$ cat src/sv/rqbe_pkg.sv
// rqbe_pkg: sizes, action and status codes, and the command/status bundles
// shared by the ring queue controller and datapath. No dependencies.
`default_nettype none

package rqbe_pkg;

  localparam int DEPTH       = 16;
  localparam int RECORD_BITS = 32;
  localparam int IDX_W       = $clog2(DEPTH);
  localparam int CNT_W       = $clog2(DEPTH + 1);
  localparam int EXT_W       = CNT_W + 1;
  localparam int ACTION_W    = 2;
  localparam int STATUS_W    = 2;

  typedef enum logic [ACTION_W-1:0] {
    ACT_PUSH  = 2'd0,
    ACT_LIST  = 2'd1,
    ACT_ERASE = 2'd2,
    ACT_CLEAR = 2'd3
  } action_t;

  typedef enum logic [STATUS_W-1:0] {
    ST_DONE = 2'd0,
    ST_FULL = 2'd1,
    ST_NONE = 2'd2
  } status_t;

  // what the output register loads on a result beat
  typedef enum logic [2:0] {
    EMIT_PLAIN,
    EMIT_REFUSED,
    EMIT_NOTHING,
    EMIT_ERASED_NOW,
    EMIT_ERASED,
    EMIT_RECORD
  } emit_t;

  typedef struct packed {
    logic  latch;
    logic  push_commit;
    logic  clear;
    logic  head_erase;
    logic  mid_setup;
    logic  list_setup;
    logic  list_step;
    logic  move_step;
    logic  emit;
    emit_t emit_kind;
  } dp_cmd_t;

  typedef struct packed {
    action_t action;
    logic    full;
    logic    list_zero;
    logic    list_last;
    logic    erase_none;
    logic    erase_at_head;
    logic    move_zero;
    logic    move_last;
  } dp_stat_t;

endpackage

`default_nettype wire

$ cat src/sv/rqbe_dp.sv
// rqbe_dp: record store, ring pointers, capacity registers, erase/list
// arithmetic and the result register. Depends on rqbe_pkg.
`default_nettype none

module rqbe_dp (
  input  wire logic                             clk,
  input  wire logic                             rst,
  input  wire rqbe_pkg::dp_cmd_t                cmd,
  output rqbe_pkg::dp_stat_t                    stat,
  input  wire logic                             cfg_we,
  input  wire logic [rqbe_pkg::CNT_W-1:0]       cfg_data,
  input  wire logic [rqbe_pkg::ACTION_W-1:0]    action,
  input  wire logic [rqbe_pkg::RECORD_BITS-1:0] record,
  input  wire logic [rqbe_pkg::IDX_W-1:0]       slot,
  input  wire logic [rqbe_pkg::CNT_W-1:0]       amount,
  output logic                                  done,
  output logic [rqbe_pkg::STATUS_W-1:0]         status,
  output logic [rqbe_pkg::IDX_W-1:0]            slot_out,
  output logic [rqbe_pkg::RECORD_BITS-1:0]      record_out,
  output logic [rqbe_pkg::CNT_W-1:0]            count,
  output logic                                  last
);

  logic [rqbe_pkg::RECORD_BITS-1:0] mem [rqbe_pkg::DEPTH];
  logic [rqbe_pkg::RECORD_BITS-1:0] rdata;
  logic [rqbe_pkg::RECORD_BITS-1:0] rec;
  rqbe_pkg::action_t                act;
  logic [rqbe_pkg::IDX_W-1:0]       slot_r;
  logic [rqbe_pkg::CNT_W-1:0]       amt;

  logic [rqbe_pkg::IDX_W-1:0] head, tail, ptr_a, ptr_b;
  logic [rqbe_pkg::CNT_W-1:0] occ, lim, cap_reg, num, remain;

  logic [rqbe_pkg::EXT_W-1:0] end_x, lim_x, slot_x, start_x, span;
  logic [rqbe_pkg::EXT_W-1:0] head_sum, src_sum, tail_sum;
  logic [rqbe_pkg::CNT_W-1:0] num_e, moves, list_n, cap_clamped;
  logic [rqbe_pkg::IDX_W-1:0] head_new, src_new, tail_new;
  logic [rqbe_pkg::IDX_W-1:0] waddr, raddr;
  logic [rqbe_pkg::RECORD_BITS-1:0] wdata;
  logic                       we;

  logic [rqbe_pkg::STATUS_W-1:0]    emit_status;
  logic [rqbe_pkg::IDX_W-1:0]       emit_slot;
  logic [rqbe_pkg::RECORD_BITS-1:0] emit_rec;
  logic [rqbe_pkg::CNT_W-1:0]       emit_count;
  logic                             emit_last;

  function automatic logic [rqbe_pkg::IDX_W-1:0] wrap_inc(
    input logic [rqbe_pkg::IDX_W-1:0] p,
    input logic [rqbe_pkg::CNT_W-1:0] l
  );
    logic [rqbe_pkg::CNT_W-1:0] s;
    s = rqbe_pkg::CNT_W'(p) + rqbe_pkg::CNT_W'(1);
    return (s == l) ? '0 : s[rqbe_pkg::IDX_W-1:0];
  endfunction

  // erase run arithmetic; for an erase not reported as empty, all values stay below twice the capacity
  always_comb begin
    end_x   = rqbe_pkg::EXT_W'(head) + rqbe_pkg::EXT_W'(occ);
    lim_x   = rqbe_pkg::EXT_W'(lim);
    slot_x  = rqbe_pkg::EXT_W'(slot_r);
    start_x = (slot_r < head) ? slot_x + lim_x : slot_x;
    span    = end_x - start_x;
    num_e   = (rqbe_pkg::EXT_W'(amt) < span) ? amt : span[rqbe_pkg::CNT_W-1:0];
    moves   = rqbe_pkg::CNT_W'(span - rqbe_pkg::EXT_W'(num_e));

    head_sum = rqbe_pkg::EXT_W'(head) + rqbe_pkg::EXT_W'(num_e);
    if (head_sum >= lim_x) head_sum = head_sum - lim_x;
    head_new = head_sum[rqbe_pkg::IDX_W-1:0];

    src_sum = slot_x + rqbe_pkg::EXT_W'(num_e);
    if (src_sum >= lim_x) src_sum = src_sum - lim_x;
    src_new = src_sum[rqbe_pkg::IDX_W-1:0];

    tail_sum = rqbe_pkg::EXT_W'(tail) + lim_x - rqbe_pkg::EXT_W'(num_e);
    if (tail_sum >= lim_x) tail_sum = tail_sum - lim_x;
    tail_new = tail_sum[rqbe_pkg::IDX_W-1:0];

    // occupancy never exceeds the depth, so no cap on the listed count
    list_n = (occ < amt) ? occ : amt;

    if (cap_reg == '0) begin
      cap_clamped = rqbe_pkg::CNT_W'(1);
    end else if (cap_reg > rqbe_pkg::CNT_W'(rqbe_pkg::DEPTH)) begin
      cap_clamped = rqbe_pkg::CNT_W'(rqbe_pkg::DEPTH);
    end else begin
      cap_clamped = cap_reg;
    end
  end

  always_comb begin
    stat.action        = act;
    stat.full          = (occ >= lim);
    stat.list_zero     = (list_n == '0);
    stat.list_last     = (remain == rqbe_pkg::CNT_W'(1));
    stat.erase_none    = (amt == '0) || (slot_x >= lim_x) || (end_x <= start_x);
    stat.erase_at_head = (slot_r == head);
    stat.move_zero     = (moves == '0);
    stat.move_last     = (remain == rqbe_pkg::CNT_W'(1));
  end

  // result fields for the beat being loaded
  always_comb begin
    emit_status = rqbe_pkg::ST_DONE;
    emit_slot   = '0;
    emit_rec    = '0;
    emit_count  = '0;
    emit_last   = 1'b1;
    case (cmd.emit_kind)
      rqbe_pkg::EMIT_REFUSED:    emit_status = rqbe_pkg::ST_FULL;
      rqbe_pkg::EMIT_NOTHING:    emit_status = rqbe_pkg::ST_NONE;
      rqbe_pkg::EMIT_ERASED_NOW: emit_count  = num_e;
      rqbe_pkg::EMIT_ERASED:     emit_count  = num;
      rqbe_pkg::EMIT_RECORD: begin
        emit_slot  = ptr_a;
        emit_rec   = rdata;
        emit_count = num;
        emit_last  = stat.list_last;
      end
      default: emit_status = rqbe_pkg::ST_DONE;
    endcase
  end

  assign we    = cmd.push_commit | cmd.move_step;
  assign waddr = cmd.move_step ? ptr_a : tail;
  assign wdata = cmd.move_step ? rdata : rec;
  assign raddr = (act == rqbe_pkg::ACT_ERASE) ? ptr_b : ptr_a;

  always_ff @(posedge clk) begin
    if (we) begin
      mem[waddr] <= wdata;
    end
    rdata <= mem[raddr];
  end

  always_ff @(posedge clk) begin
    if (rst) begin
      head    <= '0;
      tail    <= '0;
      occ     <= '0;
      cap_reg <= rqbe_pkg::CNT_W'(rqbe_pkg::DEPTH);
      lim     <= rqbe_pkg::CNT_W'(rqbe_pkg::DEPTH);
      ptr_a   <= '0;
      ptr_b   <= '0;
      remain  <= '0;
      num     <= '0;
      done    <= 1'b0;
    end else begin
      done <= cmd.emit;
      if (cfg_we) begin
        cap_reg <= cfg_data;
      end
      if (cmd.push_commit) begin
        tail <= wrap_inc(tail, lim);
        occ  <= occ + rqbe_pkg::CNT_W'(1);
      end
      if (cmd.clear) begin
        lim  <= cap_clamped;
        head <= '0;
        tail <= '0;
        occ  <= '0;
      end
      if (cmd.head_erase) begin
        head <= head_new;
        occ  <= occ - num_e;
      end
      if (cmd.mid_setup) begin
        // later records slide down from src to dst
        tail   <= tail_new;
        occ    <= occ - num_e;
        ptr_a  <= slot_r;
        ptr_b  <= src_new;
        remain <= moves;
        num    <= num_e;
      end
      if (cmd.list_setup) begin
        ptr_a  <= head;
        remain <= list_n;
        num    <= list_n;
      end
      if (cmd.list_step) begin
        ptr_a  <= wrap_inc(ptr_a, lim);
        remain <= remain - rqbe_pkg::CNT_W'(1);
      end
      if (cmd.move_step) begin
        ptr_a  <= wrap_inc(ptr_a, lim);
        ptr_b  <= wrap_inc(ptr_b, lim);
        remain <= remain - rqbe_pkg::CNT_W'(1);
      end
    end
  end

  always_ff @(posedge clk) begin
    if (cmd.latch) begin
      act    <= rqbe_pkg::action_t'(action);
      rec    <= record;
      slot_r <= slot;
      amt    <= amount;
    end
    if (cmd.emit) begin
      status     <= emit_status;
      slot_out   <= emit_slot;
      record_out <= emit_rec;
      count      <= emit_count;
      last       <= emit_last;
    end
  end

endmodule

`default_nettype wire

$ cat src/sv/rqbe_ctrl.sv
// rqbe_ctrl: sequencer for push, list, erase and clear; drives datapath
// commands from datapath status. Depends on rqbe_pkg.
`default_nettype none

module rqbe_ctrl (
  input  wire logic               clk,
  input  wire logic               rst,
  input  wire logic               start,
  output logic                    busy,
  input  wire rqbe_pkg::dp_stat_t stat,
  output rqbe_pkg::dp_cmd_t       cmd
);

  typedef enum logic [2:0] {
    S_IDLE,
    S_DECIDE,
    S_LIST_RD,
    S_LIST_OUT,
    S_MOVE_RD,
    S_MOVE_WR
  } state_t;

  state_t state, state_next;

  always_comb begin
    cmd           = '0;
    cmd.emit_kind = rqbe_pkg::EMIT_PLAIN;
    state_next    = state;
    unique case (state)
      S_IDLE: begin
        if (start) begin
          cmd.latch  = 1'b1;
          state_next = S_DECIDE;
        end
      end
      S_DECIDE: begin
        state_next = S_IDLE;
        cmd.emit   = 1'b1;
        unique case (stat.action)
          rqbe_pkg::ACT_PUSH: begin
            if (stat.full) begin
              cmd.emit_kind = rqbe_pkg::EMIT_REFUSED;
            end else begin
              cmd.push_commit = 1'b1;
            end
          end
          rqbe_pkg::ACT_CLEAR: cmd.clear = 1'b1;
          rqbe_pkg::ACT_LIST: begin
            if (stat.list_zero) begin
              cmd.emit_kind = rqbe_pkg::EMIT_NOTHING;
            end else begin
              cmd.emit       = 1'b0;
              cmd.list_setup = 1'b1;
              state_next     = S_LIST_RD;
            end
          end
          rqbe_pkg::ACT_ERASE: begin
            if (stat.erase_none) begin
              cmd.emit_kind = rqbe_pkg::EMIT_NOTHING;
            end else if (stat.erase_at_head) begin
              cmd.head_erase = 1'b1;
              cmd.emit_kind  = rqbe_pkg::EMIT_ERASED_NOW;
            end else begin
              cmd.mid_setup = 1'b1;
              cmd.emit_kind = rqbe_pkg::EMIT_ERASED_NOW;
              // run ends at the tail: nothing to slide down
              if (!stat.move_zero) begin
                cmd.emit   = 1'b0;
                state_next = S_MOVE_RD;
              end
            end
          end
          default: cmd.emit = 1'b1;
        endcase
      end
      S_LIST_RD: state_next = S_LIST_OUT;
      S_LIST_OUT: begin
        cmd.emit      = 1'b1;
        cmd.emit_kind = rqbe_pkg::EMIT_RECORD;
        cmd.list_step = 1'b1;
        state_next    = stat.list_last ? S_IDLE : S_LIST_RD;
      end
      S_MOVE_RD: state_next = S_MOVE_WR;
      S_MOVE_WR: begin
        cmd.move_step = 1'b1;
        if (stat.move_last) begin
          cmd.emit      = 1'b1;
          cmd.emit_kind = rqbe_pkg::EMIT_ERASED;
          state_next    = S_IDLE;
        end else begin
          state_next = S_MOVE_RD;
        end
      end
      default: state_next = S_IDLE;
    endcase
  end

  always_ff @(posedge clk) begin
    if (rst) begin
      state <= S_IDLE;
      busy  <= 1'b0;
    end else begin
      state <= state_next;
      busy  <= (state_next != S_IDLE);
    end
  end

endmodule

`default_nettype wire

$ cat src/sv/ring_queue_bulk_erase.sv
// ring_queue_bulk_erase: top level joining the sequencer and the datapath.
// Depends on rqbe_pkg, rqbe_ctrl and rqbe_dp.
//
// A command (action, record, slot, amount) is taken when start is high and
// busy is low; results come back one beat per cycle-long done strobe and
// cannot be held off, so a receiver must take every beat as it appears.
// Push, clear, refused or empty actions, erases at the head and erases that
// reach the last record hold busy for one cycle and put their single beat
// out in the cycle busy falls, so a new command can be taken once busy is
// low again. A list of n records alternates a read state and an output
// state for each record, one beat per record, and an erase in the middle of
// the run alternates a read and a write state for each of the m records
// behind the erased run: both walk the single record store one access at a
// time. The final beat always comes with busy falling. The capacity
// register is sampled only by clear. No clearing pass follows reset.
`default_nettype none

module ring_queue_bulk_erase (
  input  wire logic                             clk,
  input  wire logic                             rst,
  input  wire logic                             start,
  output logic                                  busy,
  input  wire logic [rqbe_pkg::ACTION_W-1:0]    action,
  input  wire logic [rqbe_pkg::RECORD_BITS-1:0] record,
  input  wire logic [rqbe_pkg::IDX_W-1:0]       slot,
  input  wire logic [rqbe_pkg::CNT_W-1:0]       amount,
  input  wire logic                             cfg_we,
  input  wire logic [rqbe_pkg::CNT_W-1:0]       cfg_data,
  output logic                                  done,
  output logic [rqbe_pkg::STATUS_W-1:0]         status,
  output logic [rqbe_pkg::IDX_W-1:0]            slot_out,
  output logic [rqbe_pkg::RECORD_BITS-1:0]      record_out,
  output logic [rqbe_pkg::CNT_W-1:0]            count,
  output logic                                  last
);

  rqbe_pkg::dp_cmd_t  cmd;
  rqbe_pkg::dp_stat_t stat;

  rqbe_ctrl u_ctrl (
    .clk   (clk),
    .rst   (rst),
    .start (start),
    .busy  (busy),
    .stat  (stat),
    .cmd   (cmd)
  );

  rqbe_dp u_dp (
    .clk        (clk),
    .rst        (rst),
    .cmd        (cmd),
    .stat       (stat),
    .cfg_we     (cfg_we),
    .cfg_data   (cfg_data),
    .action     (action),
    .record     (record),
    .slot       (slot),
    .amount     (amount),
    .done       (done),
    .status     (status),
    .slot_out   (slot_out),
    .record_out (record_out),
    .count      (count),
    .last       (last)
  );

endmodule

`default_nettype wire

$ cat config.mk
export PLATFORM = sky130hd
export DESIGN_NAME = ring_queue_bulk_erase
export DESIGN_NICKNAME = d
export VERILOG_FILES = /design/src/sv/rqbe_pkg.sv /design/src/sv/rqbe_dp.sv /design/src/sv/rqbe_ctrl.sv /design/src/sv/ring_queue_bulk_erase.sv
export SDC_FILE = /design/constraint.sdc
export NUM_CORES = 1
export LEC_CHECK = 0
export BUFFER_PORTS_ARGS = -buffer_cell sky130_fd_sc_hd__buf_2
export CORE_ASPECT_RATIO = 0.5
export CORE_MARGIN = 2
export CORE_UTILIZATION = 56
export CTS_BUF_LIST = sky130_fd_sc_hd__clkbuf_8 sky130_fd_sc_hd__clkbuf_16
export CTS_CLUSTER_DIAMETER = 120
export DETAILED_ROUTE_END_ITERATION = 12
export PLACE_DENSITY = 0.84
export SLEW_MARGIN = 40
export SYNTH_ARGS = -nofsm -noshare
export SYNTH_HDL_FRONTEND = slang
export SYNTH_SLANG_ARGS = --single-unit
$ cat constraint.sdc
create_clock -name clk -period 9.3 [get_ports clk]
set_input_delay 1.86 -clock clk [delete_from_list [all_inputs] [get_ports clk]]
set_output_delay 1.86 -clock clk [all_outputs]
set_load 0.02 [all_outputs]
# --- Word-level counts from Yosys, hierarchy flattened ---
# Memories as Yosys holds them, arrays and structs flattened. A register that Yosys moved wholly into a read port is not among the register bits.
# Cells that the tools add are included.
word_totals:
  out_inout_bits: 46
  in_bits: 52
  word_cells: 157
  ff_bits: 133
  ramBits: 512
  memories: 1
op_classes:
  n_mux: 73
  order_cmp: 10
  n_eq_ne: 18
  bitwise_logic: 1
  reduce_logical: 16
  n_addsub: 17
memory_table:
  columns: ["name", "words", "width", "rd", "rd_ports_with_merged_regs", "wr", "line", "text"]
  rows:
  - ["u_dp.mem", 16, 32, 1, 1, 1, "rqbe_dp.sv:24", "logic [rqbe_pkg::RECORD_BITS-1:0] mem [rqbe_pkg::DEPTH];"]
op_table:
  columns: ["operator", "n"]
  rows:
  - ["$mux W4", 20]
  - ["$mux W5", 15]
  - ["$mux W32", 1]
  - ["$add A4 B5 Y6", 5]
  - ["$logic_not A5 Y1", 4]
  - ["$mux W1", 19]
  - ["$ge A6 B5 Y1", 3]
  - ["$pmux W3 S6", 1]
  - ["$add A4 B1 Y5 const B", 3]
  - ["$eq A5 B5 Y1", 3]
  - ["$mux W3", 5]
  - ["$eq A3 B2 Y1 const B", 4]
  - ["$eq A3 B3 Y1 const B", 4]
  - ["$pmux W4 S3", 1]
  - ["$sub A4 B4 Y4", 3]
  - ["$mux W2", 5]
  - ["$pmux W5 S2", 1]
  - ["$sub A5 B5 Y5", 2]
  - ["$pmux W3 S3", 1]
  - ["$reduce_bool A4 Y1", 2]
  - ["$eq A3 B1 Y1 const B", 2]
  - ["$le A6 B6 Y1", 1]
  - ["$lt A5 B6 Y1", 1]
  - ["$mux W6", 1]
  - ["other kinds (23)", 28]

# --- Longest topological paths before layout ---
depth:
  ltp_word: 15
  depth_mapped: 39

# --- Hierarchy ---
# Synthesis repeated with hierarchy kept, for this count alone.
unflattened:
  cells_unflattened: 1790
  hier_area_um2: 28924.0
by_module_without_submodules:
  columns: ["module", "area_each_um2", "n_inst", "seq_area_each_um2", "cells_each"]
  rows:
  - ["rqbe_dp", 28518.6, 1, 19468.7, 1738]
  - ["rqbe_ctrl", 405.4, 1, 80.1, 52]

# --- Worst setup path before layout ---
# Ideal clock, no wire load.
synth_timing:
  kind: "flip-flop to flip-flop"
  from: "register u_dp.head[1] (netlist bit)"
  to: "register u_dp.count[0] (netlist bit) (enable)"
  period_less_slack_ns: 8.878
  n_path_buf: 0
  setup_time_ns: 0.472
  path_stages_with_launch: 31
  arrival_time_ns: 8.406
  required_ns: 8.828
  setup_slack_ns: 0.422
  cell_sequence: "dfxtp_1 > inv_1 > ha_1 > nor2b_1 > o21ai_0 > nand2b_1 > a21oi_1 > a21oi_1 > ha_1 > fa_1 > nor2b_1 > o21ai_0 > a21boi_0 > nor2_1 > inv_1 > ha_1 > nor2_1 > nand3_1 > o21ai_0 > a31oi_1 > nand3_1 > o21ai_0 > ha_1 > inv_1 > ha_1 > nor2_1 > o21ai_0 > a2bb2oi_1 > o21ai_1 > or4_4 > a31oi_1"
synth_rtl:
  columns: ["item", "line", "text"]
  rows:
  - ["from (decl)", "rqbe_dp.sv:31", "logic [rqbe_pkg::IDX_W-1:0] head, tail, ptr_a, ptr_b;"]
  - ["from (signal assigned)", "rqbe_dp.sv:164", "head <= head_new;"]
  - ["to (signal assigned)", "rqbe_dp.sv:204", "count <= emit_count;"]
  - ["to (decl)", "rqbe_dp.sv:20", "output logic [rqbe_pkg::CNT_W-1:0] count,"]

# --- Final worst setup path ---
layout_timing:
  from: "register u_dp.head[1] (netlist bit)"
  to: "register u_dp.tail[1] (netlist bit)"
layout_via:
  elab_chain_len: 9
  word_cells_on_any_way: 19
  cone_classes: "4 x add/sub; 4 x order compare; 1 x eq/ne; 8 x mux; 2 x reduce/logical"
layout_lines:
  columns: ["item", "line", "text"]
  rows:
  - ["$lt A4 B4 Y1", "rqbe_dp.sv:62", "start_x = (slot_r < head) ? slot_x + lim_x : slot_x;"]
  - ["$mux W6", "rqbe_dp.sv:62", null]
  - ["$sub A6 B6 Y6", "rqbe_dp.sv:63", "span = end_x - start_x;"]
  - ["$lt A5 B6 Y1", "rqbe_dp.sv:64", "num_e = (rqbe_pkg::EXT_W'(amt) < span) ? amt : span[rqbe_pkg::CNT_W-1:0];"]
  - ["$mux W5", "rqbe_dp.sv:64", null]
  - ["$sub A6 B5 Y6", "rqbe_dp.sv:75", "tail_sum = rqbe_pkg::EXT_W'(tail) + lim_x - rqbe_pkg::EXT_W'(num_e);"]
  - ["$ge A6 B5 Y1 / $sub A4 B4 Y4 (equally long branches)", "rqbe_dp.sv:76", "if (tail_sum >= lim_x) tail_sum = tail_sum - lim_x;"]
  - ["$mux W4", "rqbe_dp.sv:76", null]
  - ["$mux W4", "rqbe_dp.sv:167", "if (cmd.mid_setup) begin"]
  - ["to (signal assigned)", "rqbe_dp.sv:154", "tail <= wrap_inc(tail, lim);"]
  - ["to (signal assigned)", "rqbe_dp.sv:169", "tail <= tail_new;"]
  - ["to (decl)", "rqbe_dp.sv:31", null]
# Parallel ways exist; a longest one is shown, timed or not.
# A chain may end at the register's enable or synchronous reset.

==> metrics.md <==
| Metric | Value |
|---|---|
| Worst EP arrival | between 8 and 9 ns |
| Min Tclk post-route | approximately 8.4 ns |
| Die area | 54100 sq um |
| Drc violations | 0 |
| Antenna violations before repair | 1 |
| Worst-Margin Slew | 0.824 ns |
| Cell mode on critical path | ha_1 |
| Mapped Cells | 1877 |
| Post-CTS setup buffer count | 0 |
| Setup-failing EPs final | 0 |
| I/O pin count | 98 |
| Die X | 327 microns |
| Initial Util | approximately 56% |
| Hold_buf cts | 0 |
| Hold Vio Cnt, Final | 0 |
| Yosys top cell area share | 61.6% |
| Critical path type | flop to flop |
| Fin Setup TNS | 0 ns |
| Detail Route met2 WL | 36800 microns |
| Setup Skew | slightly below 0.05 ns |
| Largest net degree at the start of global routing | 66 |
| Slew Viols, Final | 0 |
| Worst reg-to-reg setup slack | 0.87 ns |
| Worst Path Max Fanout | 9 |
| Gate power share | between 6 and 7% |
| Clock latency on the worst-skew pair | roughly 0.63 ns |
| Critical path's largest stage delay | 0.61 ns |
| Mean Syn Cell Area | 15.6 sq um |
| Core Rows | 59 |
| FF-to-FF path depth | 36 |
| Slowest cell on crit path | o21ai_0 |
| Routed wl met3 | 7710 microns |
| Setup ws final | 0.866 ns |
| Synth-to-layout area growth | 11.8% |
| Routed vias/inst | 6.51 |
| Post-synth EDFFs | 599 |
| Switching share of power | 22.8% |
| DP Wirelength | about 40000 microns |
| Routability Congestion | 0.896 |
| Wire per inst | 27.3 microns |
| P_leak | 11.5 nW |
| Global-route wire length before repair | 111000 microns |
| Wire length on met1 | 27600 microns |
| Hold_sp | u_dp.cap_reg[3] |
| Htree depth | 2 |
| Final net count | roughly 2100 |
| Clk pwr share | 39.0% |
| Most common cell in the synthesized netlist | edfxtp_1 |
| Worst setup EP type | flop |
| Unrepaired setup endpoints after global routing | false |
| Register bit total from synthesis | 677 |
| Dominant cell type by area after synthesis | edfxtp_1 |
| CTS max path bufs | 3 |
| Final worst path period share | 90.7% |
| Power per cell area | 189 nW/um^2 |
| Reg2reg start | u_dp.head[1] |
| Max IR drop VDD | 0.166 mV |
| Final ANT Viol Nets | 0 |
| First-pass DRT Iterations | 5 |
| Worst hold path depth | 2 |
| Status | finished clean |
| Core area | 51700 sq um |
| Clock transition at path regs | 0.08 ns |
| Post-synthesis async set-or-reset flop share | 0% |
| TritonCTS buffer count | 55 |
| Hold EP | u_dp.lim[3] |
| Worst Setup Slack post-DPL | around 0.92 ns |
| Max reg flops | between 500 and 600 |
| Port Buf Inserts | 97 |
| Register area | slightly below 20000 sq um |
| Max frequency | 119 MHz |
| Overall routed net length | 74700 microns |
| Internal power | approximately 4.8 mW |
| Top post-synthesis cells by count | 599 x edfxtp_1, 207 x nand2_1, 128 x mux4_2 |
| GR Overflow Total | 0 |
| Max-slew headroom | between 40% and 50% |
| Number of distinct library cells after synthesis | 93 |
| Cell area after synthesis | roughly 29000 sq um |
| Uppermost layer routed | met4 |
| Via count | 17787 |
| Yosys warnings | 0 |
| Largest Register | u_dp.mem |
| Vias in the first global route | 17847 |
| Ranking of synthesized cells by area | edfxtp_1 62%, mux4_2 9.9%, dfxtp_1 5.3% |
| Hold Path Class | flop to flop |
| Worst Path Required | 9.77 ns |
| Sequential power share | 54.8% |
| 1st-iter DRT viols | 2503 |
| CTS sink count | 677 |
| Mapped Nets | 2017 |
| Filler cells | 3294 |
| Post-synthesis sequential area ratio | approximately 67% |
| Ys flop type | edfxtp_1 |
| Gr usage total | about 28% |
| Reg-to-reg endpoint | u_dp.tail[1] |
| Die height | 165 microns |
| CTS resizes | 0 |
| CTS tree | yes |
| CP startpoint kind | flop |
| Psw | ~1.4 mW |
| Max-Cap Viols | 0 |
| Multi-input gate area | 9320 sq um |
| Layout cell share with drive strength beyond 1 | 20.7% |
| Root Driver | clkbuf_16 |
-- logic make-up (layout without fill, tap and decap cells) --
logic type      Yosys count  after routing  synth area share (%)
compound gates          274            274                  6.50
other cells               0              1                     0
mux                     155            155                  10.9
simple gates            481            481                  7.86
xor+xnor                 56             56                  1.71
buf+inv                 141            294                  1.94
flops                   677            677                  67.0
fa+ha+maj                93             93                  4.16
-- critical path: cells and delay by family, from the launching register on --
kind / cells / cell delay, ns
AO/OA/AOI/OAI: 13 / 3.04
adder cells (fa/ha/maj): 8 / 2.58
buffers and inverters: 4 / 0.46
flip-flops: 1 / 0.50
multiplexers: 1 / 0.19
AND/OR/NAND/NOR: 10 / 1.49
-- per-stage QoR --
step | power (mW) | hold slack [ns] | util [%] | std cells | cell area, sq um
5_1_grt | 6.30 | 0.544 | 63.1 | 2732 | 32600
3_3_place_gp | 3.79 | 0.480 | 59.3 | 2623 | 30700
6_report | 6.15 | 0.528 | 63.1 | 2732 | 32600
4_1_cts | 6.15 | 0.518 | 63.0 | 2731 | 32600
3_5_place_dp | 3.81 | 0.497 | 59.4 | 2627 | 30800
2_1_floorplan | 3.69 | 0.461 | - | 1877 | 29200
-- layout by cell type, fill, tap and decap left out, drive strengths merged, types with 24 or more instances in the layout --
master  synthesis  routed
nor3           24      24
a211oi         36      36
inv            55      68
xnor2          39      39
a31oi          45      45
dfxtp          78      78
nand2         208     208
o21ai          39      39
buf            25     134
nor2           92      92
clkbuf         60      59
ha             80      80
edfxtp        599     599
mux4          128     128
a21oi          54      54
and2           71      71
-- worst max path at each step --
stage,start,endpoint,slack [ns],cells past startpoint
floorplan,u_dp.head[1],u_dp.count[0],0.42,30
global placement,u_dp.head[1],u_dp.tail[1],1.22,36
detailed placement,u_dp.head[1],u_dp.tail[1],0.92,36
CTS,u_dp.head[1],u_dp.tail[1],0.87,36
global route,u_dp.head[1],u_dp.tail[1],0.06,36
finish,u_dp.head[1],u_dp.tail[1],0.87,36
-- metal layers --
layer | track usage, % | vias up
met5 | 0 | -
met4 | 9.80 | 0
met3 | 5.21 | 210
met2 | 47.2 | 1223
met1 | 36.3 | 8900
li1 | - | 7454
-- cell type report --
| type | count | share of cell area, % |
|---|---|---|
| Sequential cell | 677 | 59.9 |
| Multi-Input combinational cell | 1059 | 28.6 |
| Clock buffer | 59 | 4.39 |
| Tap cell | 701 | 2.69 |
| Timing Repair Buffer | 134 | 2.51 |
| Clock inverter | 45 | 1.30 |
| Inverter | 56 | 0.644 |
| Antenna cell | 1 | 0.00767 |
-- power groups by stage --
stage          Combinational (mW)  Sequential, mW  Clock (mW)
2_1_floorplan               0.253            3.44           0
5_1_grt                     0.419            3.37        2.51
4_1_cts                     0.379            3.37        2.40
3_5_place_dp                0.373            3.43           0
6_report                    0.385            3.37        2.40
3_3_place_gp                0.358            3.43           0
No activity file was read; power rests on OpenSTA's default activity.
